### src/rtl/vpp_pkg.sv
// vpp_pkg: shared types and constants of the sound-log command player.
// Used by the channel interfaces and by every module of the block.
`timescale 1ns / 1ps

package vpp_pkg;

   // Wait counter width
   localparam int WAIT_W = 16;

   // Depth of the queue between the decoder and the executor
   localparam int QUEUE_DEPTH = 2;
   localparam int QUEUE_PTR_W = (QUEUE_DEPTH > 1) ? $clog2(QUEUE_DEPTH) : 1;
   localparam int QUEUE_CNT_W = $clog2(QUEUE_DEPTH + 1);

   // Command codes of the stream
   localparam logic [7:0] CMD_SKIP_BYTE  = 8'h4F;
   localparam logic [7:0] CMD_PSG_WRITE  = 8'h50;
   localparam logic [7:0] CMD_WAIT_WORD  = 8'h61;
   localparam logic [7:0] CMD_WAIT_NTSC  = 8'h62;
   localparam logic [7:0] CMD_WAIT_PAL   = 8'h63;
   localparam logic [7:0] CMD_END_DATA   = 8'h66;
   localparam logic [7:0] CMD_SHORT_LO   = 8'h70;
   localparam logic [7:0] CMD_SHORT_HI   = 8'h7F;
   localparam logic [7:0] SHORT_MASK     = 8'h0F;

   // Loaded counts of the fixed waits (one frame minus one)
   localparam logic [WAIT_W-1:0] WAIT_NTSC_LOAD = WAIT_W'(735 - 1);
   localparam logic [WAIT_W-1:0] WAIT_PAL_LOAD  = WAIT_W'(882 - 1);

   // Operation of one input word
   typedef enum logic {
      OP_BYTE = 1'b0,
      OP_TICK = 1'b1
   } op_type;

   // Parser phase
   typedef enum logic [2:0] {
      PH_CMD     = 3'd0,
      PH_SKIP    = 3'd1,
      PH_PSG     = 3'd2,
      PH_WAIT_LO = 3'd3,
      PH_WAIT_HI = 3'd4
   } phase_type;

   // What a byte means when it is read as a command
   typedef enum logic [2:0] {
      KIND_SKIP,
      KIND_PSG,
      KIND_WAIT_WORD,
      KIND_WAIT_LOAD,
      KIND_REWIND,
      KIND_UNKNOWN
   } cmd_kind_type;

   // One decoded word as held in the queue
   typedef struct packed {
      logic              is_tick;
      logic [7:0]        data_byte;
      cmd_kind_type      kind;
      logic [WAIT_W-1:0] load_count;
   } queue_entry_type;

   // One result word
   typedef struct packed {
      logic       psg_write;
      logic [7:0] psg_value;
      logic       byte_ready;
      logic       rewind;
      logic       unknown_command;
   } rsp_payload_type;

endpackage

### src/rtl/vpp_if.sv
// vpp_if: valid/ready channel interfaces for request and response words.
// Depends on vpp_pkg.
`timescale 1ns / 1ps

interface vpp_req_if;
   import vpp_pkg::*;
   logic       valid;
   logic       ready;
   logic       op;
   logic [7:0] data_byte;

   modport source (output valid, output op, output data_byte, input ready);
   modport sink   (input valid, input op, input data_byte, output ready);
endinterface

interface vpp_rsp_if;
   import vpp_pkg::*;
   logic       valid;
   logic       ready;
   logic       psg_write;
   logic [7:0] psg_value;
   logic       byte_ready;
   logic       rewind;
   logic       unknown_command;

   modport source (output valid, output psg_write, output psg_value, output byte_ready,
                   output rewind, output unknown_command, input ready);
   modport sink   (input valid, input psg_write, input psg_value, input byte_ready,
                   input rewind, input unknown_command, output ready);
endinterface

### src/rtl/vpp_front.sv
// vpp_front: accepts request words and classifies each byte as a command.
// Depends on vpp_pkg and vpp_if; feeds vpp_queue.
`timescale 1ns / 1ps

module vpp_front (
   vpp_req_if.sink                req_ch,
   output logic                   wr_valid,
   output vpp_pkg::queue_entry_type wr_entry,
   input  logic                   wr_ready
);
   import vpp_pkg::*;

   // Handshake passes straight to the queue
   assign wr_valid     = req_ch.valid;
   assign req_ch.ready = wr_ready;

   // Command decode, independent of parser state
   always_comb begin
      wr_entry            = '0;
      wr_entry.is_tick    = (req_ch.op == OP_TICK);
      wr_entry.data_byte  = req_ch.data_byte;
      wr_entry.kind       = KIND_UNKNOWN;
      wr_entry.load_count = '0;
      if (req_ch.data_byte inside {[CMD_SHORT_LO:CMD_SHORT_HI]}) begin
         wr_entry.kind       = KIND_WAIT_LOAD;
         wr_entry.load_count = WAIT_W'(req_ch.data_byte & SHORT_MASK) + WAIT_W'(1);
      end else begin
         case (req_ch.data_byte)
            CMD_SKIP_BYTE: wr_entry.kind = KIND_SKIP;
            CMD_PSG_WRITE: wr_entry.kind = KIND_PSG;
            CMD_WAIT_WORD: wr_entry.kind = KIND_WAIT_WORD;
            CMD_WAIT_NTSC: begin
               wr_entry.kind       = KIND_WAIT_LOAD;
               wr_entry.load_count = WAIT_NTSC_LOAD;
            end
            CMD_WAIT_PAL: begin
               wr_entry.kind       = KIND_WAIT_LOAD;
               wr_entry.load_count = WAIT_PAL_LOAD;
            end
            CMD_END_DATA: wr_entry.kind = KIND_REWIND;
            default:      wr_entry.kind = KIND_UNKNOWN;
         endcase
      end
   end

endmodule

### src/rtl/vpp_queue.sv
// vpp_queue: short register FIFO between the decoder and the executor.
// Depends on vpp_pkg.
`timescale 1ns / 1ps

module vpp_queue (
   input  logic                     clock,
   input  logic                     reset,
   input  logic                     wr_valid,
   input  vpp_pkg::queue_entry_type wr_entry,
   output logic                     wr_ready,
   output logic                     rd_valid,
   output vpp_pkg::queue_entry_type rd_entry,
   input  logic                     rd_take
);
   import vpp_pkg::*;

   queue_entry_type        slot_ff [QUEUE_DEPTH];
   logic [QUEUE_PTR_W-1:0] wr_ptr_ff, wr_ptr_in;
   logic [QUEUE_PTR_W-1:0] rd_ptr_ff, rd_ptr_in;
   logic [QUEUE_CNT_W-1:0] count_ff, count_in;
   logic                   push, pop;

   // Full / empty flags
   assign wr_ready = !reset && (count_ff != QUEUE_CNT_W'(QUEUE_DEPTH));
   assign rd_valid = (count_ff != '0);
   assign rd_entry = slot_ff[rd_ptr_ff];

   assign push = wr_valid && wr_ready;
   assign pop  = rd_take && rd_valid;

   // Pointer and count update
   always_comb begin
      wr_ptr_in = wr_ptr_ff;
      rd_ptr_in = rd_ptr_ff;
      count_in  = count_ff;
      if (push) begin
         wr_ptr_in = (wr_ptr_ff == QUEUE_PTR_W'(QUEUE_DEPTH - 1)) ? '0
                                                                 : wr_ptr_ff + 1'b1;
      end
      if (pop) begin
         rd_ptr_in = (rd_ptr_ff == QUEUE_PTR_W'(QUEUE_DEPTH - 1)) ? '0
                                                                 : rd_ptr_ff + 1'b1;
      end
      if (push && !pop) begin
         count_in = count_ff + 1'b1;
      end else if (pop && !push) begin
         count_in = count_ff - 1'b1;
      end
   end

   always_ff @(posedge clock) begin
      if (reset) begin
         wr_ptr_ff <= '0;
         rd_ptr_ff <= '0;
         count_ff  <= '0;
      end else begin
         wr_ptr_ff <= wr_ptr_in;
         rd_ptr_ff <= rd_ptr_in;
         count_ff  <= count_in;
      end
   end

   // Storage, no reset needed
   always_ff @(posedge clock) begin
      if (push) begin
         slot_ff[wr_ptr_ff] <= wr_entry;
      end
   end

endmodule

### src/rtl/vpp_back.sv
// vpp_back: parser state, wait counter and registered response word.
// Depends on vpp_pkg and vpp_if; reads decoded words from vpp_queue.
`timescale 1ns / 1ps

module vpp_back (
   input  logic                     clock,
   input  logic                     reset,
   input  logic                     rd_valid,
   input  vpp_pkg::queue_entry_type rd_entry,
   output logic                     rd_take,
   vpp_rsp_if.source                rsp_ch
);
   import vpp_pkg::*;

   phase_type         phase_ff, phase_in;
   logic [7:0]        low_ff, low_in;
   logic [WAIT_W-1:0] remaining_ff, remaining_in;
   logic              waiting_ff, waiting_in;
   logic              error_seen_ff, error_seen_in;
   logic              out_valid_ff, out_valid_in;
   rsp_payload_type   out_ff, out_in;
   logic              byte_go;
   logic [WAIT_W-1:0] word_count;
   logic [WAIT_W-1:0] word_load;
   logic [WAIT_W-1:0] dec_count;

   // Take a word when the output register is free or being drained
   assign rd_take = rd_valid && (!out_valid_ff || rsp_ch.ready);
   assign byte_go = rd_take && !rd_entry.is_tick && !waiting_ff;

   assign word_count = {rd_entry.data_byte, low_ff};
   assign word_load  = (word_count == '0) ? '0 : word_count - WAIT_W'(1);
   assign dec_count  = remaining_ff - WAIT_W'(1);

   // Next parser phase
   always_comb begin
      phase_in = phase_ff;
      if (byte_go) begin
         case (phase_ff)
            PH_WAIT_LO: phase_in = PH_WAIT_HI;
            PH_SKIP, PH_PSG, PH_WAIT_HI: phase_in = PH_CMD;
            default: begin
               case (rd_entry.kind)
                  KIND_SKIP:      phase_in = PH_SKIP;
                  KIND_PSG:       phase_in = PH_PSG;
                  KIND_WAIT_WORD: phase_in = PH_WAIT_LO;
                  default:        phase_in = PH_CMD;
               endcase
            end
         endcase
      end
   end

   // Counter, flags and response word
   always_comb begin
      low_in        = low_ff;
      remaining_in  = remaining_ff;
      waiting_in    = waiting_ff;
      error_seen_in = error_seen_ff;
      out_in        = '0;
      if (rd_take && rd_entry.is_tick && waiting_ff) begin
         remaining_in = dec_count;
         waiting_in   = (dec_count != '0);
      end
      if (byte_go) begin
         case (phase_ff)
            PH_SKIP: ;
            PH_PSG: begin
               out_in.psg_write = 1'b1;
               out_in.psg_value = rd_entry.data_byte;
            end
            PH_WAIT_LO: low_in = rd_entry.data_byte;
            PH_WAIT_HI: begin
               remaining_in = word_load;
               waiting_in   = (word_load != '0);
            end
            default: begin
               case (rd_entry.kind)
                  KIND_WAIT_LOAD: begin
                     remaining_in = rd_entry.load_count;
                     waiting_in   = (rd_entry.load_count != '0);
                  end
                  KIND_REWIND:  out_in.rewind = 1'b1;
                  KIND_UNKNOWN: error_seen_in = 1'b1;
                  default: ;
               endcase
            end
         endcase
      end
      out_in.byte_ready      = !waiting_in;
      out_in.unknown_command = error_seen_in;
   end

   assign out_valid_in = rd_take ? 1'b1 : (rsp_ch.ready ? 1'b0 : out_valid_ff);

   always_ff @(posedge clock) begin
      if (reset) begin
         phase_ff      <= PH_CMD;
         low_ff        <= '0;
         remaining_ff  <= '0;
         waiting_ff    <= 1'b0;
         error_seen_ff <= 1'b0;
         out_valid_ff  <= 1'b0;
      end else begin
         phase_ff      <= phase_in;
         low_ff        <= low_in;
         remaining_ff  <= remaining_in;
         waiting_ff    <= waiting_in;
         error_seen_ff <= error_seen_in;
         out_valid_ff  <= out_valid_in;
      end
   end

   // Response payload, loaded on take
   always_ff @(posedge clock) begin
      if (rd_take) begin
         out_ff <= out_in;
      end
   end

   assign rsp_ch.valid           = out_valid_ff;
   assign rsp_ch.psg_write       = out_ff.psg_write;
   assign rsp_ch.psg_value       = out_ff.psg_value;
   assign rsp_ch.byte_ready      = out_ff.byte_ready;
   assign rsp_ch.rewind          = out_ff.rewind;
   assign rsp_ch.unknown_command = out_ff.unknown_command;

`ifndef SYNTH
   // Wait flag tracks a non-zero counter
   a_wait_flag: assert property (@(posedge clock) disable iff (reset)
      waiting_ff == (remaining_ff != '0))
      else $error("wait flag out of step with counter");

   // Error flag is sticky
   a_error_sticky: assert property (@(posedge clock) disable iff (reset)
      error_seen_ff |=> error_seen_ff)
      else $error("unknown-command flag cleared");

   // A chip write never starts a wait and never coincides with a rewind
   a_write_clean: assert property (@(posedge clock) disable iff (reset)
      (rsp_ch.valid && rsp_ch.psg_write) |-> (rsp_ch.byte_ready && !rsp_ch.rewind))
      else $error("chip write with wait or rewind");

   // Value is zero unless a write is flagged
   a_value_zero: assert property (@(posedge clock) disable iff (reset)
      (rsp_ch.valid && !rsp_ch.psg_write) |-> (rsp_ch.psg_value == 8'd0))
      else $error("chip value without write");

   // Bytes are consumed only while no wait is active
   a_no_parse_in_wait: assert property (@(posedge clock) disable iff (reset)
      (rd_take && !rd_entry.is_tick && waiting_ff) |=> $stable(phase_ff))
      else $error("parser moved during a wait");
`endif

endmodule

### src/rtl/vgm_psg_command_player_unit.sv
// vgm_psg_command_player_unit: top level of the sound-log command player.
// Depends on vpp_pkg, vpp_if, vpp_front, vpp_queue and vpp_back.
//
// Usage:
//   req_ch carries one word per handshake: op = 0 offers a stream byte in
//   data_byte, op = 1 reports one elapsed sample tick. rsp_ch returns exactly
//   one word per request word, in order: psg_write/psg_value for chip writes,
//   byte_ready when no wait is active, rewind on the end-of-data command and
//   the sticky unknown_command flag. Bytes offered during a wait are dropped.
//   The decoded word enters the two-entry queue at the accepting edge and
//   is executed from there into the output register, which drives rsp_ch.
//   Throughput is one word per cycle while rsp_ch does not stall; the parser
//   state and the 16-bit wait down counter are updated as each word is taken
//   from the queue.
//   When rsp_ch stalls, the output register holds its word and the queue
//   absorbs up to two more; req_ch.ready then drops until rsp_ch drains.
//   Synchronous reset returns the parser to expecting a command, clears the
//   wait and the error flag, and empties the queue; req_ch.ready is low
//   while reset is high.
`timescale 1ns / 1ps

module vgm_psg_command_player_unit (
   input logic       clock,
   input logic       reset,
   vpp_req_if.sink   req_ch,
   vpp_rsp_if.source rsp_ch
);
   import vpp_pkg::*;

   logic            wr_valid, wr_ready;
   queue_entry_type wr_entry;
   logic            rd_valid, rd_take;
   queue_entry_type rd_entry;

   vpp_front u_front (
      .req_ch   (req_ch),
      .wr_valid (wr_valid),
      .wr_entry (wr_entry),
      .wr_ready (wr_ready)
   );

   vpp_queue u_queue (
      .clock    (clock),
      .reset    (reset),
      .wr_valid (wr_valid),
      .wr_entry (wr_entry),
      .wr_ready (wr_ready),
      .rd_valid (rd_valid),
      .rd_entry (rd_entry),
      .rd_take  (rd_take)
   );

   vpp_back u_back (
      .clock    (clock),
      .reset    (reset),
      .rd_valid (rd_valid),
      .rd_entry (rd_entry),
      .rd_take  (rd_take),
      .rsp_ch   (rsp_ch)
   );

endmodule
### src/flat_wrapper.sv
// flat-port wrapper written by rule: the top's interface ports become plain ports
module vgm_psg_command_player_unit_flat import vpp_pkg::*;
  (clock, reset, req_ch_valid, req_ch_op, req_ch_data_byte, req_ch_ready, rsp_ch_valid, rsp_ch_psg_write, rsp_ch_psg_value, rsp_ch_byte_ready, rsp_ch_rewind, rsp_ch_unknown_command, rsp_ch_ready);
  vpp_req_if req_ch_i ();
  vpp_rsp_if rsp_ch_i ();
  input logic clock;
  input logic reset;
  input wire logic [$bits(req_ch_i.valid)-1:0] req_ch_valid;
  input wire logic [$bits(req_ch_i.op)-1:0] req_ch_op;
  input wire logic [$bits(req_ch_i.data_byte)-1:0] req_ch_data_byte;
  output wire logic [$bits(req_ch_i.ready)-1:0] req_ch_ready;
  output wire logic [$bits(rsp_ch_i.valid)-1:0] rsp_ch_valid;
  output wire logic [$bits(rsp_ch_i.psg_write)-1:0] rsp_ch_psg_write;
  output wire logic [$bits(rsp_ch_i.psg_value)-1:0] rsp_ch_psg_value;
  output wire logic [$bits(rsp_ch_i.byte_ready)-1:0] rsp_ch_byte_ready;
  output wire logic [$bits(rsp_ch_i.rewind)-1:0] rsp_ch_rewind;
  output wire logic [$bits(rsp_ch_i.unknown_command)-1:0] rsp_ch_unknown_command;
  input wire logic [$bits(rsp_ch_i.ready)-1:0] rsp_ch_ready;
  assign req_ch_i.valid = req_ch_valid;
  assign req_ch_i.op = req_ch_op;
  assign req_ch_i.data_byte = req_ch_data_byte;
  assign req_ch_ready = req_ch_i.ready;
  assign rsp_ch_valid = rsp_ch_i.valid;
  assign rsp_ch_psg_write = rsp_ch_i.psg_write;
  assign rsp_ch_psg_value = rsp_ch_i.psg_value;
  assign rsp_ch_byte_ready = rsp_ch_i.byte_ready;
  assign rsp_ch_rewind = rsp_ch_i.rewind;
  assign rsp_ch_unknown_command = rsp_ch_i.unknown_command;
  assign rsp_ch_i.ready = rsp_ch_ready;
  vgm_psg_command_player_unit u_core (.clock(clock), .reset(reset), .req_ch(req_ch_i), .rsp_ch(rsp_ch_i));
endmodule
### config.mk
export PLATFORM = sky130hd
export DESIGN_NAME = vgm_psg_command_player_unit_flat
export DESIGN_NICKNAME = d
export VERILOG_FILES = /design/src/rtl/vpp_pkg.sv /design/src/rtl/vpp_if.sv /design/src/rtl/vpp_front.sv /design/src/rtl/vpp_queue.sv /design/src/rtl/vpp_back.sv /design/src/rtl/vgm_psg_command_player_unit.sv /design/src/flat_wrapper.sv
export SDC_FILE = /design/constraint.sdc
export NUM_CORES = 1
export LEC_CHECK = 0
export BUFFER_PORTS_ARGS = -buffer_cell sky130_fd_sc_hd__buf_2
export CORE_MARGIN = 8
export CORE_UTILIZATION = 35
export CTS_CLUSTER_DIAMETER = 50
export DETAILED_ROUTE_END_ITERATION = 7
export GPL_TIMING_DRIVEN = 0
export HOLD_SLACK_MARGIN = 0.05
export SETUP_SLACK_MARGIN = 0.02
export SYNTH_ARGS = -nofsm -noshare
export SYNTH_HDL_FRONTEND = slang
export SYNTH_SLANG_ARGS = --single-unit
export TNS_END_PERCENT = 5
### constraint.sdc
create_clock -name clock -period 3.7 [get_ports clock]
set_clock_uncertainty 0.05 [all_clocks]
set_input_delay 0.185 -clock clock [delete_from_list [all_inputs] [get_ports clock]]
set_output_delay 0.185 -clock clock [all_outputs]
set_load 0.005 [all_outputs]
==> summary.txt, run 1 <==
Clock network
  – Clock-pin transition on the worst setup and hold timing paths: 70 ps
  – # H-tree levels: 3
  – Post-CTS Setup Bufs: 0
  – CTS max path bufs: 2
  – Clk root buf: clkbuf_16
  – Clk_lat worst skew: 340 ps
  – CTS tree: done
  – CTS buffer count: 9
  – CTS Sinks: 87

Power
  – Pwr Density: around 560 nW/um2
  – Psw: 912.2 uW
  – Part of the power in registers: 0.423
  – Clock power frac: 0.321
  – Leak Pwr: 0.001891 uW
  – Internal power: 1988 uW
  – Gate power share: 0.257
  – Sw Ratio: 0.3145
  – Maximum VDD drop: roughly 0.00024 V

Drt
  – 1st-iter DRT viols: about 210
  – Routed vias: 3432
  – Final WL: approximately 11 mm
  – ANT nets after route: 0
  – Vias per cell: 5.208
  – Per-cell routed wire length: 16.28 um
  – Drt pass-1 iters: 6
  – Post-route DRC: 0

Synthesis
  – Most used DFF post-synth: edfxtp_1
  – Top cell type by total area after synthesis: edfxtp_1
  – Post-Syn Instances: 441
  – Syn Nets: 462
  – Synth cell count leaders: 53 x nor2_1, 52 x edfxtp_1, 35 x dfxtp_1, 34 x a21oi_1, 28 x nand2_1
  – FF+latch count, synth: 87
  – Most area-consuming cells after synthesis: edfxtp_1 35%, dfxtp_1 16%, nor2_1 4.4%
  – Async S/R FF share, synth: 0
  – Post-synth cell types: 55
  – Post-Syn Area per Cell: ~10 um2
  – YS warnings: 0
  – Yosys top cell area share: 0.3461
  – Seq/Total Area, Yosys: 0.5014
  – Post-synth EDFFs: 52
  – Count leader, synth: nor2_1
  – Mapped Area: 4512 um2

Cells and area
  – Share of layout cells above drive strength 1: 0.1499
  – Final #Nets: 503
  – Synth-to-layout area growth: 15.75%
  – Fin cells: 659
  – Antenna cells: 0
  – Design Area, Final: 5223 um2

Global route
  – Congestion Overflow GR: 0
  – First-pass GRT wire length: 17.23 mm
  – Tot GR Track Use: 0.1313
  – Largest net degree at the start of global routing: 21
  – Initial antenna violation count: 0
  – Vias in the first global route: 3303

Timing
  – F_max: between 300 and 400 MHz
  – Post-route clock period utilization: 0.8172
  – Max Slew Vio Count: 0
  – Setup Viol. Count Final: 0
  – Setup TNS: 0 ps
  – Final Hold Viols: 0
  – Worst slew pin tran: 1055 ps
  – Relative slew slack: 0.2927
  – Final min period: 3024 ps
  – Unrepaired setup endpoints after global routing: no

Floorplan
  – Rows: 41
  – Die area: 16780 um2
  – Initial Utilization: 0.3575
  – Die H: 129.5 um
  – IO Pins: 27
  – Core Region: 12620 um2
  – Die width: 129.5 um

Placement
  – Placer congestion estimate: ~0.85
  – Placed cell count: 639
  – Port bufs: 25
  – Post-DP Area: around 4900 um2
  – Final HPWL from detailed placement: 8.034 mm

Critical path
  – CP Data Arrival Time: 3180 ps
  – Critical path capture point type: register
  – WP data required: 3850 ps
  – Critical path class: register to register
  – Startpoint types: register
  – Worst-path maximum fanout: 10

Job
  – Max Cap Viol: 0

Status
  – Outcome: completed

Hold path
  – Hold Crit Class: primary input to register
==> per-stage QoR <==
| stage | hold slack [ps] | power, uW | utilization | worst slack (ps) |
|---|---|---|---|---|
| after global routing | 66.73 | 3036 | 0.4138 | 322.2 |
| after floorplan | 233.9 | 1747 | - | 1054 |
| final | 65.26 | 2900 | 0.4138 | 676.3 |
| after CTS | 59.24 | 2915 | 0.4136 | 207.5 |
| after global placement | 325.4 | 1955 | 0.3845 | 409.4 |
| after detailed placement | 338.0 | 1981 | 0.3859 | 246.4 |
==> worst max-delay path, stage by stage, from the launching register on <==
cell,delay [ps]
dfxtp_1,470
buf_2,290
mux2i_1,720
o21ai_0,410
nor3_1,230
a21oi_1,180
buf_2,260
a22oi_1,190
a21oi_1,90
==> state kept, by name (all words and copies together) (netlist names), 2 cells and up, named ones only <==
| name | flops |
|---|---|
| u_core.u_back.phase_ff | 3 |
| u_core.u_back.rsp_ch.psg_value | 8 |
| u_core.u_queue.slot_ff | 40 |
| u_core.u_back.low_ff | 8 |
| u_core.u_queue.count_ff | 2 |
| u_core.u_back.remaining_ff | 16 |
==> power groups by stage <==
stage	clock (uW)	sequential, uW	combinational [uW]
after floorplan	0	1240	510
after detailed placement	0	1250	732
final	930	1230	744
after global placement	0	1240	713
after global routing	983	1240	817
after CTS	945	1230	743
==> cell families after synthesis <==
| logic type | after synthesis | share of synthesized area |
|---|---|---|
| AND/OR/NAND/NOR | 169 | 0.2047 |
| flip-flops | 87 | 0.5014 |
| AO/OA/AOI/OAI | 82 | 0.1118 |
| adder cells (fa/ha/maj) | 9 | 0.02440 |
| multiplexers | 24 | 0.05685 |
| XOR/XNOR | 37 | 0.07182 |
| buffers and inverters | 33 | 0.02911 |
==> metal layers <==
layer | global-route usage | vias up | routed length [um]
met5 | 0 | - | 0
met4 | 0.04918 | 0 | 174
met3 | 0.02794 | 13 | 490
met2 | 0.2126 | 70 | 5038
met1 | 0.1686 | 1654 | 5023
li1 | - | 1695 | -
==> worst paths after layout <==
kind	start	to	slack, ps	cells past startpoint
setup / recovery	register	u_core.u_back.remaining_ff[8]$_SDFF_PP0_	680	8
hold / removal	req_ch_data_byte[4]	u_core.u_queue.slot_ff[1][23]$_DFFE_PP_	70	1
setup reg to reg	register	u_core.u_back.remaining_ff[8]$_SDFF_PP0_	680	8
hold reg to reg	u_core.u_queue.count_ff[1]$_SDFFE_PP0P_	u_core.u_queue.count_ff[1]$_SDFFE_PP0P_	460	2
==> repair_timing <==
| item | CTS | global route |
|---|---|---|
| gates resized for setup | 0 | 1 |
| hold buffers | 4 | 0 |
| endpoints found under the hold margin | 8 | 0 |
| setup endpoints to repair | 0 | 10 |
==> cell usage in the layout, fill, tap and decap left out, drive strengths merged, types with 3 or more instances in the layout <==
cell and instances:
nor2 53, edfxtp 52, dfxtp 35, a21oi 34
buf 31, nand2 28, clkbuf 22, xnor2 21
inv 20, o21ai 17, xor2 16, nor3 14
mux2 13, nand3 12, nor4 12, mux2i 11
a22oi 11, ha 8, nand2b 6, nand4 6
nor3b 6, nor2b 5, nor4b 5, a211oi 4
dlygate4sd3 4, o31ai 3, nand4b 3, and3 3
or4 3
==> cell type report <==
type | count | area (um2)
plain buffers | 18 | 75.07
clock buffers | 9 | 225.2
clock inverters | 7 | 85.08
fillers | 1252 | 7397
inverters | 15 | 56.30
multi-input cells | 321 | 2123
flip-flops and latches | 87 | 2262
well taps | 172 | 215.2
repair buffers | 30 | 180.2
Note: power is estimated with default switching activity, not from simulation.
==> run 2: changes to the inputs <==
clock period = 2.4 ns   (was 3.7 ns; I/O delays follow)
==> summary.txt, run 2 (same netlist as run 1, synthesis figures left out) <==
Status
  – Outcome: finished, violations left
  – Failing checks: setup timing

Floorplan
  – Initial Utilization: 0.3575
  – Core Region: 12620 um2
  – Die area: 16780 um2
  – Die width: 129.5 um
  – Die H: between 100 and 150 um
  – IO Pins: 27
  – Rows: 41

Timing
  – Unrepaired setup endpoints after global routing: yes
  – Hold slack: 76.46 ps
  – F_max: 402.7 MHz
  – Post-route clock period utilization: 1.035
  – Setup TNS: -159.2 ps
  – Final Hold Viols: 0
  – Worst setup margin: -82.98 ps
  – Worst slew pin tran: between 900 and 1000 ps
  – Max Slew Vio Count: 0
  – Setup Viol. Count Final: 2
  – Final min period: 2483 ps
  – Relative slew slack: 0.3877

Critical path
  – CP Data Arrival Time: around 2700 ps
  – Crit path largest cell delay: about 460 ps
  – Worst-path maximum fanout: 5
  – Critical path capture point type: register
  – Worst Path Buf+Inv: 2
  – Crit-path leading delay family: compound AO/OA/AOI/OAI gates
  – WP data required: 2560 ps
  – Slowest cell on crit path: a2111o_1
  – Critical path class: register to register
  – Startpoint types: register
  – CP Depth: 9
  – Reg2Reg Depth: 9
  – Worst-path cell chain: inv_1 -> ha_2 -> nor3b_4 -> nor4b_2 -> o21ai_1 -> a2111o_1 -> o311ai_2 -> buf_4 -> a31oi_1

Clock network
  – Clock-pin transition on the worst setup and hold timing paths: roughly 70 ps
  – CTS tree: done
  – CTS max path bufs: 2
  – CTS Sinks: 87
  – # H-tree levels: 3
  – Clk root buf: clkbuf_16
  – Clk_lat worst skew: 340 ps
  – CTS buffer count: 9

Placement
  – Final HPWL from detailed placement: 8.050 mm
  – Placer congestion estimate: 0.8402
  – Port bufs: 25
  – Pre-CTS WS: -735.7 ps
  – Post-DP Area: 4872 um2

Global route
  – Vias in the first global route: 3482
  – Largest net degree at the start of global routing: 21
  – Tot GR Track Use: 0.1361
  – Congestion Overflow GR: 0
  – First-pass GRT wire length: 17.85 mm
  – Initial antenna violation count: 0

Drt
  – Drt pass-1 iters: 4
  – Final WL: about 11 mm
  – ANT nets after route: 0
  – Vias per cell: 5.191
  – 1st-iter DRT viols: 229
  – Routed vias: 3504
  – Post-route DRC: 0
  – Per-cell routed wire length: 16.61 um

Power
  – Gate power share: 0.289
  – Sw Ratio: 0.3305
  – Clock power frac: 0.300
  – Psw: between 1500 and 2000 uW
  – Pwr Density: approximately 840 nW/um2
  – Maximum VDD drop: 0.0004411 V
  – Internal power: 3101 uW
  – Leak Pwr: 0.001999 uW
  – Part of the power in registers: 0.410

Cells and area
  – Commonest non-fill, non-tap cells in the layout: 52 x edfxtp_1, 51 x nor2_1, 33 x dfxtp_1
  – Design Area, Final: 5532 um2
  – Share of layout cells above drive strength 1: 0.2266
  – Regs by FF count: u_core.u_queue.slot_ff x40, u_core.u_back.remaining_ff x16
  – Antenna cells: 0
  – Final #Nets: about 520
  – Synth-to-layout area growth: 22.60%
  – Max reg flops: 40
  – Commonest non-fill, non-tap cell in the layout: edfxtp_1
  – Most flop-heavy register: u_core.u_queue.slot_ff

Hold path
  – Worst hold path depth: 3
  – Hold Crit Class: primary input to register

Job
  – Max Cap Viol: 0
## run 2: changes by cell type in the layout (fill, tap and decap cells not counted), moves of 3 or more
cell,change
buf_2,-3
buf_4,+13
clkbuf_1,-6
clkbuf_2,+5
dlygate4sd3_1,+5
inv_8,+4
mux2i_1,-7
mux2i_2,+3
mux2i_4,+4
o21ai_0,-3
## run 2: path summary, 6_finish.rpt
path	end	from	slack (ps)
setup reg to reg	u_core.u_back.waiting_ff$_SDFF_PP0_	u_core.u_back.low_ff[0]$_SDFFE_PP0P_	-80
hold reg to reg	u_core.u_queue.rd_ptr_ff$_SDFFE_PP0P_	u_core.u_queue.rd_ptr_ff$_SDFFE_PP0P_	470
setup / recovery	u_core.u_back.waiting_ff$_SDFF_PP0_	u_core.u_back.low_ff[0]$_SDFFE_PP0P_	-80
hold / removal	u_core.u_back.rsp_ch.valid$_SDFFE_PP0P_	rsp_ch_ready	80
## run 2: through the flow
stage,power [uW],instances,utilization
2_1_floorplan,2696,441,-
3_3_place_gp,3029,638,0.3847
3_5_place_dp,3071,639,0.3861
4_1_cts,4595,667,0.4278
5_1_grt,4855,675,0.4383
6_report,4632,675,0.4383
## run 2: what timing repair did
action	CTS	global route
endpoints found under the setup margin	34	34
gates resized for setup	27	24
hold buffers	9	0
pin swaps	3	4
gates cloned	0	0
hold endpoints to repair	18	0
setup buffers	4	8
## run 2: power by group through the flow
stage                     Combinational (uW)  Clock (uW)  Sequential (uW)
final                                   1340        1390             1900
after global routing                    1450        1480             1930
after CTS                               1280        1420             1900
after detailed placement                1150           0             1920
after global placement                  1120           0             1910
after floorplan                          790           0             1910
## run 2: layout make-up
cell class | instances | area, um2
buffer | 17 | 88.84
clock buffer | 9 | 225.2
clock inverter | 7 | 70.07
fill | 1218 | 7088
inverter | 15 | 56.30
multi-input combinational | 321 | 2288
sequential | 87 | 2267
tap | 172 | 215.2
timing repair buffer | 47 | 320.3
## run 2: per-layer routing
layer	track usage	wire length [um]
met5	0	0
met4	0.04577	238
met3	0.02547	460
met2	0.2307	5489
met1	0.1704	5022
## run 2: worst reg2reg max path, cell delays in order (launching register included)
cell      delay (ps)
dfxtp_2          360
inv_1             90
ha_2             190
nor3b_4          250
nor4b_2          260
o21ai_1          120
a2111o_1         460
o311ai_2         330
buf_4            170
a31oi_1           70
==> run 3: changes to the inputs <==
clock period = 2.1 ns   (was 2.4 ns; I/O delays follow)
==> summary.txt, run 3 (same netlist as run 1, synthesis figures left out) <==
Critical path
  – Crit-path leading delay family: simple AND/OR/NAND/NOR gates
  – Critical path class: register to register
  – Crit path largest cell delay: 450 ps
  – Reg2Reg Depth: 7
  – Critical R2R Launch: u_core.u_back.low_ff[0]$_SDFFE_PP0P_
  – FF-to-FF setup slack: -330 ps
  – Critical path capture point type: register
  – CP Data Arrival Time: 2590 ps
  – FF-to-FF End: u_core.u_back.rsp_ch.byte_ready$_DFFE_PP_
  – Worst-path maximum fanout: 5
  – Slowest cell on crit path: a2111o_1
  – Worst Path Buf+Inv: 1
  – Worst-path cell chain: buf_4 -> nor4_4 -> nand3_2 -> xor2_1 -> a2111o_1 -> o311ai_2 -> and3_1
  – Startpoint types: register
  – Critical path origin: u_core.u_back.low_ff[0]$_SDFFE_PP0P_
  – WP data required: 2260 ps

Drt
  – Wire length on met3: 253 um
  – Per-cell routed wire length: 16.42 um
  – 1st-iter DRT viols: 284
  – Met2 WL post-DR: 5.534 mm
  – Met1 wire length: roughly 5.0 mm
  – Post-route DRC: 0
  – ANT nets after route: 0
  – Vias per cell: 5.191
  – Routed vias: 3514
  – DR top layer: met4
  – Drt pass-1 iters: 5
  – Final WL: 11.12 mm

Cells and area
  – Most flop-heavy register: u_core.u_queue.slot_ff
  – Antenna cells: 0
  – Commonest non-fill, non-tap cell in the layout: edfxtp_1
  – Regs by FF count: u_core.u_queue.slot_ff x40, u_core.u_back.remaining_ff x16
  – Commonest non-fill, non-tap cells in the layout: 52 x edfxtp_1, 50 x nor2_1, 30 x a21oi_1, 30 x dfxtp_1, 26 x nand2_1
  – Synth-to-layout area growth: 26.96%
  – Fillers: between 1000 and 1500
  – Max reg flops: 40
  – Share of layout cells above drive strength 1: 0.2574
  – Final #Nets: 521

Floorplan
  – Core Region: 12620 um2
  – Die H: 129.5 um
  – IO Pins: 27
  – Die width: around 130 um
  – Initial Utilization: 0.3575
  – Die area: 16780 um2
  – Rows: just over 40

Status
  – Failing checks: setup timing
  – Outcome: finished, violations left

Timing
  – Hold slack: 119.7 ps
  – Final min period: 2430 ps
  – Setup Viol. Count Final: 13
  – Max Slew Vio Count: 0
  – Worst setup margin: -330.0 ps
  – Final Hold Viols: 0
  – Relative slew slack: 0.5986
  – F_max: 411.5 MHz
  – Unrepaired setup endpoints after global routing: yes
  – Worst slew pin tran: 596.6 ps
  – Post-route clock period utilization: 1.157

Power
  – Psw: 1701 uW
  – Internal power: 3929 uW
  – Gate power share: 0.289
  – Clock power frac: 0.323
  – Sw Ratio: 0.3021
  – Leak Pwr: 0.002097 uW
  – Design Power: 5630 uW
  – Pwr Density: 982.8 nW/um2
  – Part of the power in registers: 0.388
  – Maximum VDD drop: 0.0005004 V

Global route
  – Largest net degree at the start of global routing: 21
  – Tot GR Track Use: 0.1343
  – First-pass GRT wire length: 17.76 mm
  – Initial antenna violation count: 0
  – Congestion Overflow GR: 0
  – Vias in the first global route: about 3500

Placement
  – Final HPWL from detailed placement: 8.112 mm
  – Placer congestion estimate: 0.8358
  – Port bufs: 25
  – Pre-CTS WS: -630.8 ps

Clock network
  – Clk root buf: clkbuf_16
  – # H-tree levels: 3
  – Clock-pin transition on the worst setup and hold timing paths: roughly 60 ps
  – CTS max path bufs: 2
  – CTS buffer count: 9
  – Clk_lat worst skew: 340 ps
  – CTS tree: done
  – CTS Sinks: 87

Hold path
  – Hold path endpoint: u_core.u_back.error_seen_ff$_SDFF_PP0_
  – Min-delay src: reset
  – Hold Crit Class: primary input to register
  – Worst hold path depth: 2

Job
  – Max Cap Viol: 0
## run 3: routing by layer
layer  GRT usage  vias up
met1      0.1608     1689
met4     0.06762        0
met2      0.2310       71
met3     0.01890       19
met5           0        -
li1            -     1735
## run 3: layout make-up
cell class                      instances  area, um2  area share
Inverter                               15      56.30    0.009830
Multi-Input combinational cell        321       2366      0.4131
Clock inverter                          7      120.1     0.02097
Tap cell                              172      215.2     0.03757
Timing Repair Buffer                   50      345.3     0.06029
Buffer                                 16      123.9     0.02163
Clock buffer                            9      225.2     0.03932
Sequential cell                        87       2276      0.3973
## run 3: power by group through the flow
stage | Clock (uW) | Combinational [uW] | Sequential (uW)
after floorplan | 0 | 932 | 2180
after global placement | 0 | 1310 | 2190
after detailed placement | 0 | 1330 | 2200
after CTS | 1850 | 1530 | 2180
after global routing | 1910 | 1750 | 2210
final | 1820 | 1620 | 2190
## run 3: how the worst max path moves through the flow
| stage | cells past startpoint | to | slack (ps) |
|---|---|---|---|
| after global routing | 7 | u_core.u_back.rsp_ch.byte_ready$_DFFE_PP_ | -370 |
| after floorplan | 7 | u_core.u_back.rsp_ch.byte_ready$_DFFE_PP_ | -60 |
| after CTS | 7 | u_core.u_back.rsp_ch.byte_ready$_DFFE_PP_ | -280 |
| after detailed placement | 8 | u_core.u_back.remaining_ff[6]$_SDFF_PP0_ | -630 |
| after global placement | 8 | u_core.u_back.remaining_ff[6]$_SDFF_PP0_ | -700 |
| final | 7 | u_core.u_back.rsp_ch.byte_ready$_DFFE_PP_ | -330 |
## run 3: what timing repair did
item                       4_1_cts  5_1_grt
buffers inserted                 7        7
hold buffers                    10        0
setup endpoints to repair       41       52
hold endpoints to repair        19        0
resized for setup               35       34
pin swaps                        5        8
## run 3: stage by stage
step | std cells | utilization | setup TNS [ps] | cell area [um2]
2_1_floorplan | 441 | - | -286.2 | 4557
3_3_place_gp | 638 | 0.3881 | -27780 | 4897
3_5_place_dp | 639 | 0.3895 | -16920 | 4915
4_1_cts | 670 | 0.4399 | -770.7 | 5552
5_1_grt | 677 | 0.4539 | -2778 | 5728
6_report | 677 | 0.4539 | -1105 | 5728
